## src/hdl/dipf_pkg.sv

```systemverilog
// ----------------------------------------------------------------------------
// dipf_pkg
// Shared types and constants for the display inactivity power controller.
// ----------------------------------------------------------------------------
package dipf_pkg;

    localparam int unsigned MS_W     = 32;
    localparam int unsigned TMO_W    = 17;
    localparam int unsigned TMO_MS_W = 27;
    localparam int unsigned PCT_W    = 7;
    localparam int unsigned SEC_W    = 23;
    localparam int unsigned CFG_IDX_W = 3;

    localparam logic [PCT_W-1:0] BRIGHT_MIN = 7'd10;
    localparam logic [PCT_W-1:0] BRIGHT_MAX = 7'd100;

    // x / 1000 == (x * SEC_RECIP) >> SEC_SHIFT for every 32-bit x
    localparam int unsigned      RECIP_W   = 29;
    localparam logic [RECIP_W-1:0] SEC_RECIP = 29'd274877907;
    localparam int unsigned      SEC_SHIFT = 38;
    localparam int unsigned      PROD_W    = MS_W + RECIP_W;

    localparam logic [2:0] ACT_EVAL     = 3'd0;
    localparam logic [2:0] ACT_ACTIVITY = 3'd1;
    localparam logic [2:0] ACT_WAKE     = 3'd2;
    localparam logic [2:0] ACT_SLEEP    = 3'd3;
    localparam logic [2:0] ACT_UNSUP    = 3'd4;

    localparam logic [CFG_IDX_W-1:0] REG_DIM_TMO     = 3'd0;
    localparam logic [CFG_IDX_W-1:0] REG_SLEEP_TMO   = 3'd1;
    localparam logic [CFG_IDX_W-1:0] REG_ACT_BRIGHT  = 3'd2;
    localparam logic [CFG_IDX_W-1:0] REG_DIM_BRIGHT  = 3'd3;
    localparam logic [CFG_IDX_W-1:0] REG_SLEEP_BRIGHT = 3'd4;

    localparam logic [1:0] PS_ACTIVE = 2'd0;
    localparam logic [1:0] PS_DIMMED = 2'd1;
    localparam logic [1:0] PS_SLEEP  = 2'd2;

    typedef enum logic [2:0] {
        ST_ACTIVE = 3'b001,
        ST_DIMMED = 3'b010,
        ST_SLEEP  = 3'b100
    } disp_state_t;

    typedef struct packed {
        logic [2:0]      action;
        logic [MS_W-1:0] now_ms;
    } in_item_t;

    typedef struct packed {
        logic [1:0]       power_state;
        logic [PCT_W-1:0] brightness;
        logic             brightness_write;
        logic             render_paused;
        logic             touch_suppressed;
        logic [SEC_W-1:0] inactive_seconds;
    } out_item_t;

    typedef struct packed {
        logic [TMO_MS_W-1:0] dim_ms;
        logic [TMO_MS_W-1:0] sleep_lim_ms;
        logic [PCT_W-1:0]    active_bright;
        logic [PCT_W-1:0]    dim_bright;
        logic [PCT_W-1:0]    sleep_bright;
    } cfg_t;

    typedef struct packed {
        logic [1:0]       power_state;
        logic [PCT_W-1:0] brightness;
        logic             brightness_write;
        logic             render_paused;
        logic             touch_suppressed;
        logic [MS_W-1:0]  elapsed_ms;
    } mid_t;

endpackage

```

## src/hdl/display_inactivity_power_fsm_unit.sv

```systemverilog
// ----------------------------------------------------------------------------
// display_inactivity_power_fsm_unit
// Display power controller: dims and sleeps the backlight after inactivity.
// ----------------------------------------------------------------------------
//  channel  | handshake              | payload
//  ---------+------------------------+--------------------------------------
//  input    | in_valid / in_ready    | in_data  (action, now_ms)
//  output   | out_valid / out_ready  | out_data (state, brightness, flags, s)
//  config   | cfg_write              | cfg_index, cfg_data
//
//  One transaction per cycle while the output is not stalled; each result
//  passes the input register, the state stage register, then the seconds
//  multiplier into the result register.
//  Reset loads the default timeouts and brightness, display active.
//  A stalled output holds the result register; each stage keeps accepting
//  while the stage after it has room.
// ----------------------------------------------------------------------------
module display_inactivity_power_fsm_unit (
    input  logic                            clk,
    input  logic                            rst_n,
    input  logic                            cfg_write,
    input  logic [dipf_pkg::CFG_IDX_W-1:0]  cfg_index,
    input  logic [dipf_pkg::TMO_W-1:0]      cfg_data,
    input  logic                            in_valid,
    output logic                            in_ready,
    input  dipf_pkg::in_item_t              in_data,
    output logic                            out_valid,
    input  logic                            out_ready,
    output dipf_pkg::out_item_t             out_data
);

    dipf_pkg::cfg_t  cfg;
    logic            mid_valid;
    logic            mid_ready;
    dipf_pkg::mid_t  mid_data;

    dipf_cfg u_cfg (
        .clk       (clk),
        .rst_n     (rst_n),
        .cfg_write (cfg_write),
        .cfg_index (cfg_index),
        .cfg_data  (cfg_data),
        .cfg       (cfg)
    );

    dipf_eval u_eval (
        .clk       (clk),
        .rst_n     (rst_n),
        .cfg       (cfg),
        .in_valid  (in_valid),
        .in_ready  (in_ready),
        .in_data   (in_data),
        .mid_valid (mid_valid),
        .mid_ready (mid_ready),
        .mid_data  (mid_data)
    );

    dipf_sec u_sec (
        .clk       (clk),
        .rst_n     (rst_n),
        .mid_valid (mid_valid),
        .mid_ready (mid_ready),
        .mid_data  (mid_data),
        .out_valid (out_valid),
        .out_ready (out_ready),
        .out_data  (out_data)
    );

endmodule

```

## src/hdl/dipf_cfg.sv

```systemverilog
// ----------------------------------------------------------------------------
// dipf_cfg
// Configuration registers; timeouts are kept pre-scaled to milliseconds.
// ----------------------------------------------------------------------------
module dipf_cfg (
    input  logic                            clk,
    input  logic                            rst_n,
    input  logic                            cfg_write,
    input  logic [dipf_pkg::CFG_IDX_W-1:0]  cfg_index,
    input  logic [dipf_pkg::TMO_W-1:0]      cfg_data,
    output dipf_pkg::cfg_t                  cfg
);

    dipf_pkg::cfg_t                     cfg_reg;
    dipf_pkg::cfg_t                     cfg_next;
    logic [dipf_pkg::TMO_MS_W-1:0]      data_ms;
    logic [dipf_pkg::PCT_W-1:0]         pct;
    logic [dipf_pkg::PCT_W-1:0]         pct_sat;
    logic [dipf_pkg::PCT_W-1:0]         pct_clamp;

    always_comb
    begin
        // value * 1000 = value * 1024 - value * 16 - value * 8
        data_ms = ({{(dipf_pkg::TMO_MS_W-dipf_pkg::TMO_W){1'b0}}, cfg_data} << 10)
                - ({{(dipf_pkg::TMO_MS_W-dipf_pkg::TMO_W){1'b0}}, cfg_data} << 4)
                - ({{(dipf_pkg::TMO_MS_W-dipf_pkg::TMO_W){1'b0}}, cfg_data} << 3);
        pct       = cfg_data[dipf_pkg::PCT_W-1:0];
        pct_sat   = (pct > dipf_pkg::BRIGHT_MAX) ? dipf_pkg::BRIGHT_MAX : pct;
        pct_clamp = (pct_sat < dipf_pkg::BRIGHT_MIN) ? dipf_pkg::BRIGHT_MIN : pct_sat;

        cfg_next = cfg_reg;
        if (cfg_write)
        begin
            case (cfg_index)
                dipf_pkg::REG_DIM_TMO:      cfg_next.dim_ms        = data_ms;
                dipf_pkg::REG_SLEEP_TMO:    cfg_next.sleep_lim_ms  = data_ms;
                dipf_pkg::REG_ACT_BRIGHT:   cfg_next.active_bright = pct_clamp;
                dipf_pkg::REG_DIM_BRIGHT:   cfg_next.dim_bright    = pct_sat;
                dipf_pkg::REG_SLEEP_BRIGHT: cfg_next.sleep_bright  = pct_sat;
                default:                    cfg_next = cfg_reg;
            endcase
        end
    end

    always_ff @(posedge clk or negedge rst_n)
    begin
        if (!rst_n)
        begin
            cfg_reg.dim_ms        <= 27'd60000;
            cfg_reg.sleep_lim_ms  <= 27'd120000;
            cfg_reg.active_bright <= 7'd100;
            cfg_reg.dim_bright    <= 7'd20;
            cfg_reg.sleep_bright  <= 7'd0;
        end
        else
        begin
            cfg_reg <= cfg_next;
        end
    end

    assign cfg = cfg_reg;

endmodule

```

## src/hdl/dipf_eval.sv

```systemverilog
// ----------------------------------------------------------------------------
// dipf_eval
// Input register, power state machine and elapsed-time stage register.
// ----------------------------------------------------------------------------
module dipf_eval (
    input  logic               clk,
    input  logic               rst_n,
    input  dipf_pkg::cfg_t     cfg,
    input  logic               in_valid,
    output logic               in_ready,
    input  dipf_pkg::in_item_t in_data,
    output logic               mid_valid,
    input  logic               mid_ready,
    output dipf_pkg::mid_t     mid_data
);

    logic                           in_valid_reg;
    dipf_pkg::in_item_t             in_item_reg;
    logic                           mid_valid_reg;
    dipf_pkg::mid_t                 mid_reg;
    dipf_pkg::mid_t                 mid_next;

    dipf_pkg::disp_state_t          state_reg;
    dipf_pkg::disp_state_t          state_next;
    logic [dipf_pkg::MS_W-1:0]      last_reg;
    logic [dipf_pkg::MS_W-1:0]      last_next;
    logic                           suppress_reg;
    logic                           suppress_next;
    logic                           paused_reg;
    logic                           paused_next;

    logic                           mid_en;
    logic                           step_en;
    logic [dipf_pkg::MS_W:0]        diff;
    logic [dipf_pkg::MS_W-1:0]      elapsed;
    logic                           sleep_hit;
    logic                           dim_hit;
    logic [dipf_pkg::PCT_W-1:0]     bright;
    logic                           bright_wr;
    logic                           touched;

    assign mid_en   = !mid_valid_reg || mid_ready;
    assign in_ready = !in_valid_reg || mid_en;
    assign step_en  = in_valid_reg && mid_en;

    always_comb
    begin
        diff      = {1'b0, in_item_reg.now_ms} - {1'b0, last_reg};
        elapsed   = diff[dipf_pkg::MS_W] ? '0 : diff[dipf_pkg::MS_W-1:0];
        sleep_hit = elapsed >= {{(dipf_pkg::MS_W-dipf_pkg::TMO_MS_W){1'b0}}, cfg.sleep_lim_ms};
        dim_hit   = elapsed >= {{(dipf_pkg::MS_W-dipf_pkg::TMO_MS_W){1'b0}}, cfg.dim_ms};

        state_next    = state_reg;
        last_next     = last_reg;
        suppress_next = suppress_reg;
        paused_next   = paused_reg;
        bright        = '0;
        bright_wr     = 1'b0;
        touched       = 1'b0;

        case (in_item_reg.action)
            dipf_pkg::ACT_EVAL:
            begin
                if (state_reg != dipf_pkg::ST_SLEEP && sleep_hit)
                begin
                    state_next  = dipf_pkg::ST_SLEEP;
                    paused_next = 1'b1;
                    bright      = cfg.sleep_bright;
                    bright_wr   = 1'b1;
                end
                else if (state_reg == dipf_pkg::ST_ACTIVE && dim_hit)
                begin
                    state_next = dipf_pkg::ST_DIMMED;
                    bright     = cfg.dim_bright;
                    bright_wr  = 1'b1;
                end
            end
            dipf_pkg::ACT_ACTIVITY, dipf_pkg::ACT_WAKE:
            begin
                touched   = 1'b1;
                last_next = in_item_reg.now_ms;
                if (state_reg != dipf_pkg::ST_ACTIVE
                    || in_item_reg.action == dipf_pkg::ACT_WAKE)
                begin
                    if (state_reg != dipf_pkg::ST_ACTIVE)
                    begin
                        suppress_next = 1'b1;
                    end
                    state_next  = dipf_pkg::ST_ACTIVE;
                    paused_next = 1'b0;
                    bright      = cfg.active_bright;
                    bright_wr   = 1'b1;
                end
            end
            dipf_pkg::ACT_SLEEP:
            begin
                state_next  = dipf_pkg::ST_SLEEP;
                paused_next = 1'b1;
                bright      = cfg.sleep_bright;
                bright_wr   = 1'b1;
            end
            dipf_pkg::ACT_UNSUP:
            begin
                suppress_next = 1'b0;
            end
            default:
            begin
                state_next = state_reg;
            end
        endcase

        case (state_next)
            dipf_pkg::ST_DIMMED: mid_next.power_state = dipf_pkg::PS_DIMMED;
            dipf_pkg::ST_SLEEP:  mid_next.power_state = dipf_pkg::PS_SLEEP;
            default:             mid_next.power_state = dipf_pkg::PS_ACTIVE;
        endcase
        mid_next.brightness       = bright;
        mid_next.brightness_write = bright_wr;
        mid_next.render_paused    = paused_next;
        mid_next.touch_suppressed = suppress_next;
        mid_next.elapsed_ms       = touched ? '0 : elapsed;
    end

    always_ff @(posedge clk or negedge rst_n)
    begin
        if (!rst_n)
        begin
            in_valid_reg  <= 1'b0;
            mid_valid_reg <= 1'b0;
            state_reg     <= dipf_pkg::ST_ACTIVE;
            last_reg      <= '0;
            suppress_reg  <= 1'b0;
            paused_reg    <= 1'b0;
        end
        else
        begin
            if (in_ready)
            begin
                in_valid_reg <= in_valid;
            end
            if (mid_en)
            begin
                mid_valid_reg <= in_valid_reg;
            end
            if (step_en)
            begin
                state_reg    <= state_next;
                last_reg     <= last_next;
                suppress_reg <= suppress_next;
                paused_reg   <= paused_next;
            end
        end
    end

    always_ff @(posedge clk)
    begin
        if (in_ready && in_valid)
        begin
            in_item_reg <= in_data;
        end
        if (step_en)
        begin
            mid_reg <= mid_next;
        end
    end

    assign mid_valid = mid_valid_reg;
    assign mid_data  = mid_reg;

    a_paused_tracks_sleep: assert property (@(posedge clk) disable iff (!rst_n)
        paused_reg == (state_reg == dipf_pkg::ST_SLEEP))
        else $error("paused flag out of step with sleep state");

    a_state_onehot: assert property (@(posedge clk) disable iff (!rst_n)
        $onehot(state_reg))
        else $error("display state not one-hot");

    a_touch_zero_elapsed: assert property (@(posedge clk) disable iff (!rst_n)
        (step_en && (in_item_reg.action == dipf_pkg::ACT_ACTIVITY
                     || in_item_reg.action == dipf_pkg::ACT_WAKE))
        |=> (mid_reg.elapsed_ms == '0 && last_reg == $past(in_item_reg.now_ms)))
        else $error("activity did not restart the inactivity time");

    a_bright_range: assert property (@(posedge clk) disable iff (!rst_n)
        mid_valid_reg |-> mid_reg.brightness <= dipf_pkg::BRIGHT_MAX)
        else $error("brightness above full scale");

endmodule

```

## src/hdl/dipf_sec.sv

```systemverilog
// ----------------------------------------------------------------------------
// dipf_sec
// Milliseconds-to-seconds conversion and result register.
// ----------------------------------------------------------------------------
module dipf_sec (
    input  logic                clk,
    input  logic                rst_n,
    input  logic                mid_valid,
    output logic                mid_ready,
    input  dipf_pkg::mid_t      mid_data,
    output logic                out_valid,
    input  logic                out_ready,
    output dipf_pkg::out_item_t out_data
);

    logic                           out_valid_reg;
    dipf_pkg::out_item_t            out_reg;
    dipf_pkg::out_item_t            out_next;
    logic [dipf_pkg::PROD_W-1:0]    prod;

    assign mid_ready = !out_valid_reg || out_ready;

    always_comb
    begin
        prod = {{dipf_pkg::RECIP_W{1'b0}}, mid_data.elapsed_ms}
             * {{dipf_pkg::MS_W{1'b0}}, dipf_pkg::SEC_RECIP};
        out_next.power_state      = mid_data.power_state;
        out_next.brightness       = mid_data.brightness;
        out_next.brightness_write = mid_data.brightness_write;
        out_next.render_paused    = mid_data.render_paused;
        out_next.touch_suppressed = mid_data.touch_suppressed;
        out_next.inactive_seconds =
            prod[dipf_pkg::SEC_SHIFT +: dipf_pkg::SEC_W];
    end

    always_ff @(posedge clk or negedge rst_n)
    begin
        if (!rst_n)
        begin
            out_valid_reg <= 1'b0;
        end
        else if (mid_ready)
        begin
            out_valid_reg <= mid_valid;
        end
    end

    always_ff @(posedge clk)
    begin
        if (mid_ready && mid_valid)
        begin
            out_reg <= out_next;
        end
    end

    assign out_valid = out_valid_reg;
    assign out_data  = out_reg;

    a_no_write_no_level: assert property (@(posedge clk) disable iff (!rst_n)
        out_valid_reg && !out_reg.brightness_write |-> out_reg.brightness == '0)
        else $error("brightness level without a write");

    a_seconds_range: assert property (@(posedge clk) disable iff (!rst_n)
        out_valid_reg |-> out_reg.inactive_seconds <= 23'd4294967)
        else $error("inactive seconds out of range");

    a_out_hold: assert property (@(posedge clk) disable iff (!rst_n)
        out_valid_reg && !out_ready |=> out_valid_reg && $stable(out_reg))
        else $error("result changed while stalled");

endmodule

```

## config.mk

```make
export PLATFORM = sky130hd
export DESIGN_NAME = display_inactivity_power_fsm_unit
export DESIGN_NICKNAME = d
export VERILOG_FILES = /design/src/hdl/dipf_pkg.sv /design/src/hdl/display_inactivity_power_fsm_unit.sv /design/src/hdl/dipf_cfg.sv /design/src/hdl/dipf_eval.sv /design/src/hdl/dipf_sec.sv
export SDC_FILE = /design/constraint.sdc
export NUM_CORES = 1
export LEC_CHECK = 0
export BUFFER_PORTS_ARGS = -buffer_cell sky130_fd_sc_hd__buf_2
export CAP_MARGIN = 30
export CORE_ASPECT_RATIO = 0.6
export CORE_MARGIN = 1.5
export CORE_UTILIZATION = 37
export CTS_BUF_LIST = sky130_fd_sc_hd__clkbuf_4
export CTS_CLUSTER_DIAMETER = 30
export DETAILED_ROUTE_END_ITERATION = 10
export PLACE_DENSITY = 0.56
export SLEW_MARGIN = 20
export SYNTH_ARGS = -nofsm -noshare
export SYNTH_HDL_FRONTEND = slang
export SYNTH_HIERARCHICAL = 1
export SYNTH_SLANG_ARGS = --single-unit
```

## constraint.sdc

```tcl
create_clock -name clk -period 6.6 [get_ports clk]
set_input_delay 0.33 -clock clk [delete_from_list [all_inputs] [get_ports clk]]
set_output_delay 0.33 -clock clk [all_outputs]
set_load 0.05 [all_outputs]
```

==> flow_metrics.env <==
export IMPL_fin_crit_sh_pct=105
export IMPL_rsz0062_at_grt="yes"
export IMPL_grt_max_degree=59
export IMPL_drv_slew=0
export IMPL_wl_um=80000
export IMPL_timing_rr_start="u_eval/mid_data[20]"
export IMPL_critPathLaunch="u_eval/mid_data[20]"
export IMPL_root_buffer="clkbuf_4"
export IMPL_worstSetupEndpoint="u_sec/out_data[20]"
export IMPL_yosys_cell_types_count=95
export IMPL_hold_viol_final=0
export IMPL_worst_pin_slew_ns=0.808
export IMPL_core_area_um2=75400
export IMPL_layout_drive_gt1_share_pct=21.9
export IMPL_slowest_delay_ns=0.52
export IMPL_vias=21300
export IMPL_start_util_pct=37.4
export IMPL_clockBufferDepth=3
export IMPL_skew_ns=0.0856
export IMPL_violations="negative setup slack"
export IMPL_dpl_cell_count=4113
export IMPL_hpwl_um=66800
export IMPL_ant_nets=0
export IMPL_gp_congestion=0.920
export IMPL_synth_edff_count=114
export IMPL_grt_usage_pct=20.6
export IMPL_crit_fanout=7
export IMPL_die_w_um=359
export IMPL_cts_buffers=56
export IMPL_worstSetupPathType="flip-flop to flip-flop"
export IMPL_fmax_mhz=144
export IMPL_finalSetupViolCount=19
export IMPL_crit_buf_inv=8
export IMPL_ys_seq_area_share_pct=21.9
export IMPL_largest_reg_flops=69
export IMPL_maxCapViolations=0
export IMPL_yosys_warnings=6
export IMPL_r2r_slack_ns=-0.33
export IMPL_relSlewSlack_pct=45.9
export IMPL_synthArstFlopShare_pct=48.9
export IMPL_reg2reg_to="u_sec/out_data[20]"
export IMPL_status="finished, violations left"
export IMPL_row_count=78
export IMPL_worst_setup_path_start_kind="flip-flop"
export IMPL_critPathMostFrequentCell="fa_1"
export IMPL_avgSynthCellArea_um2=9.77
export IMPL_io_pin_count=97
export IMPL_port_buffers=96
export IMPL_area_delta_synth_final_pct=21.9
export IMPL_drtPass1Iterations=5
export IMPL_ff2ff_path_depth=25
export IMPL_post_route_drc_count=0
export IMPL_crit_cells=25
export IMPL_crit_path_end_kind="flip-flop"
export IMPL_die_h_um=217
export IMPL_nets=4169
export IMPL_synth_seq_cells=223
export IMPL_drtIter0Drc=1379
export IMPL_hold_path_class="input port to flip-flop"
export IMPL_vias_per_cell=4.92
export IMPL_final_cell_count_no_fill=4339
export IMPL_grt_pass1_wl_um=124000
export IMPL_clk_pin_slew_ns=0.08
export IMPL_final_util_pct=45.5
export IMPL_grt_ovfl_total=0
export IMPL_antenna_found_initial=5
export IMPL_grt_pass1_vias=21400
export IMPL_fin_ws_ns=-0.335
export IMPL_worst_path_max_delay_cell="fa_1"
export IMPL_syn_cell_area_um2=28200
export IMPL_drt_wirelength_per_cell_um=18.4
export IMPL_crit_required_ns=7.12
export IMPL_clk_latency_ns=0.85
export IMPL_htree_levels=2
export IMPL_cts_tree="done"
export IMPL_post_route_min_period_ns=6.93
export IMPL_arrival_ns=7.45
export IMPL_cpLargestDelayFamily="adder cells"
export IMPL_die_area_um2=77900
export IMPL_clock_sinks=223
export IMPL_synth_ff_type="edfxtp_1"
export IMPL_synthCells=2885
worst min-delay path, stage by stage:
cell and delay [ns]:
buf_2 0.12, o311ai_0 0.18, o21ai_0 0.17
stage by stage:
| stage | hold slack, ns | TNS, ns | setup WS, ns | area (um^2) |
|---|---|---|---|---|
| final | 0.0674 | -3.84 | -0.335 | 34400 |
| after detailed placement | 0.407 | -7.95 | -0.532 | 31200 |
| after global placement | 0.405 | -7.20 | -0.488 | 31200 |
| after global routing | 0.0515 | -7.57 | -0.516 | 34300 |
| after floorplan | 0.0344 | -0.0223 | -0.0223 | 28400 |
| after CTS | 0.0172 | -2.36 | -0.225 | 33900 |
layer usage:
metal / routed length (um) / up-vias / share of wire (%) / track usage, %
li1: - / 10400 / - / -
met1: 42600 / 10300 / 53 / 33.4
met2: 29100 / 578 / 36 / 26.4
met3: 7260 / 76 / 9.1 / 6.14
met4: 1040 / 2 / 1.3 / 3.06
met5: 7 / - / 0.0087 / 0
cell usage after synthesis, types with 8 or more instances:
library cell  instances  area [um^2]
fa_1                309         6190
o21ai_1              15         75.1
o31a_1                8         70.1
nand3b_1              8         60.1
o21ai_0             159          796
o21bai_1             11         82.6
clkbuf_1             35          131
a21oi_1             142          711
xnor2_1              36          315
dfstp_2              20          526
nor2b_1              16          100
a221o_1               8         80.1
buf_2                17         85.1
nor3_1               19         95.1
nor2_1               84          315
nand3_1              33          165
o21a_1               15          113
a211oi_1             11         82.6
nand4_1              34          213
edfxtp_1            114         3420
inv_1               638         2390
and3_1               34          213
ha_1                509         6370
o2111ai_1             8         70.1
o211ai_1             14          105
nand2b_1             22          138
xor2_1               29          254
buf_4                15          113
and2_1               41          257
nand2_1             215          807
dfrtp_1              89         2230
a21o_1               43          323
logic make-up after synthesis:
family,Yosys count,share of synthesized area (%)
compound gates,519,11.8
simple gates,542,9.58
flops,223,21.9
buf+inv,711,9.88
other cells,1,0.0133
xor+xnor,65,2.02
fa+ha+maj,818,44.5
mux,6,0.231
worst min path at each step:
stage                   startpoint            endpoint  cells after the start
2_1_floorplan                rst_n        u_cfg/cfg[0]                      0
3_3_place_gp   u_eval/mid_data[38]  u_sec/out_data[29]                      0
3_5_place_dp   u_eval/mid_data[38]  u_sec/out_data[29]                      0
4_1_cts               cfg_data[13]       u_cfg/cfg[44]                      3
5_1_grt               cfg_data[13]       u_cfg/cfg[44]                      3
6_report              cfg_data[13]       u_cfg/cfg[44]                      3
cells in the final DEF (no fill, tap or decap), types with 16 or more instances in the layout:
master and n:
ha_1 447, and2_1 39, inv_1 601, fa_2 40, a21o_1 43, inv_2 37, a21oi_2 19, nand4_1 34
dlygate4sd3_1 52, buf_2 95, nand2b_1 22, fa_1 269, o21ai_1 17, nor2_1 80, buf_4 220, dfrtp_1 89
buf_6 45, xnor2_1 31, nor3_1 19, xor2_1 28, edfxtp_1 114, nand3_1 32, clkbuf_4 76, clkinv_1 16
o21ai_0 149, ha_4 61, a21oi_1 121, nor2b_1 16, nand2_1 208, and3_1 34, dfstp_2 20
timing repair:
| item | 4_1_cts | 5_1_grt |
|---|---|---|
| gates resized for setup | 184 | 81 |
| buffers inserted | 52 | 23 |
| cloned | 0 | 0 |
| hold endpoints to repair | 126 | 0 |
| hold buffers | 52 | 0 |
| pin swaps | 125 | 84 |
| setup endpoints to repair | 22 | 23 |
cell type report:
cell class                      instances  area, um^2
Antenna cell                            3        7.51
Sequential cell                       223        6180
Clock buffer                           76         571
Fill cell                            7255       41100
Timing Repair Buffer                  416        3230
Multi-Input combinational cell       1956       20500
Inverter                              638        2390
Clock inverter                         27         184
Tap cell                             1000        1250
Power is left out: the tool's default activity adds up to more than one toggle a clock period on the data nets, which glitch-free logic cannot reach.
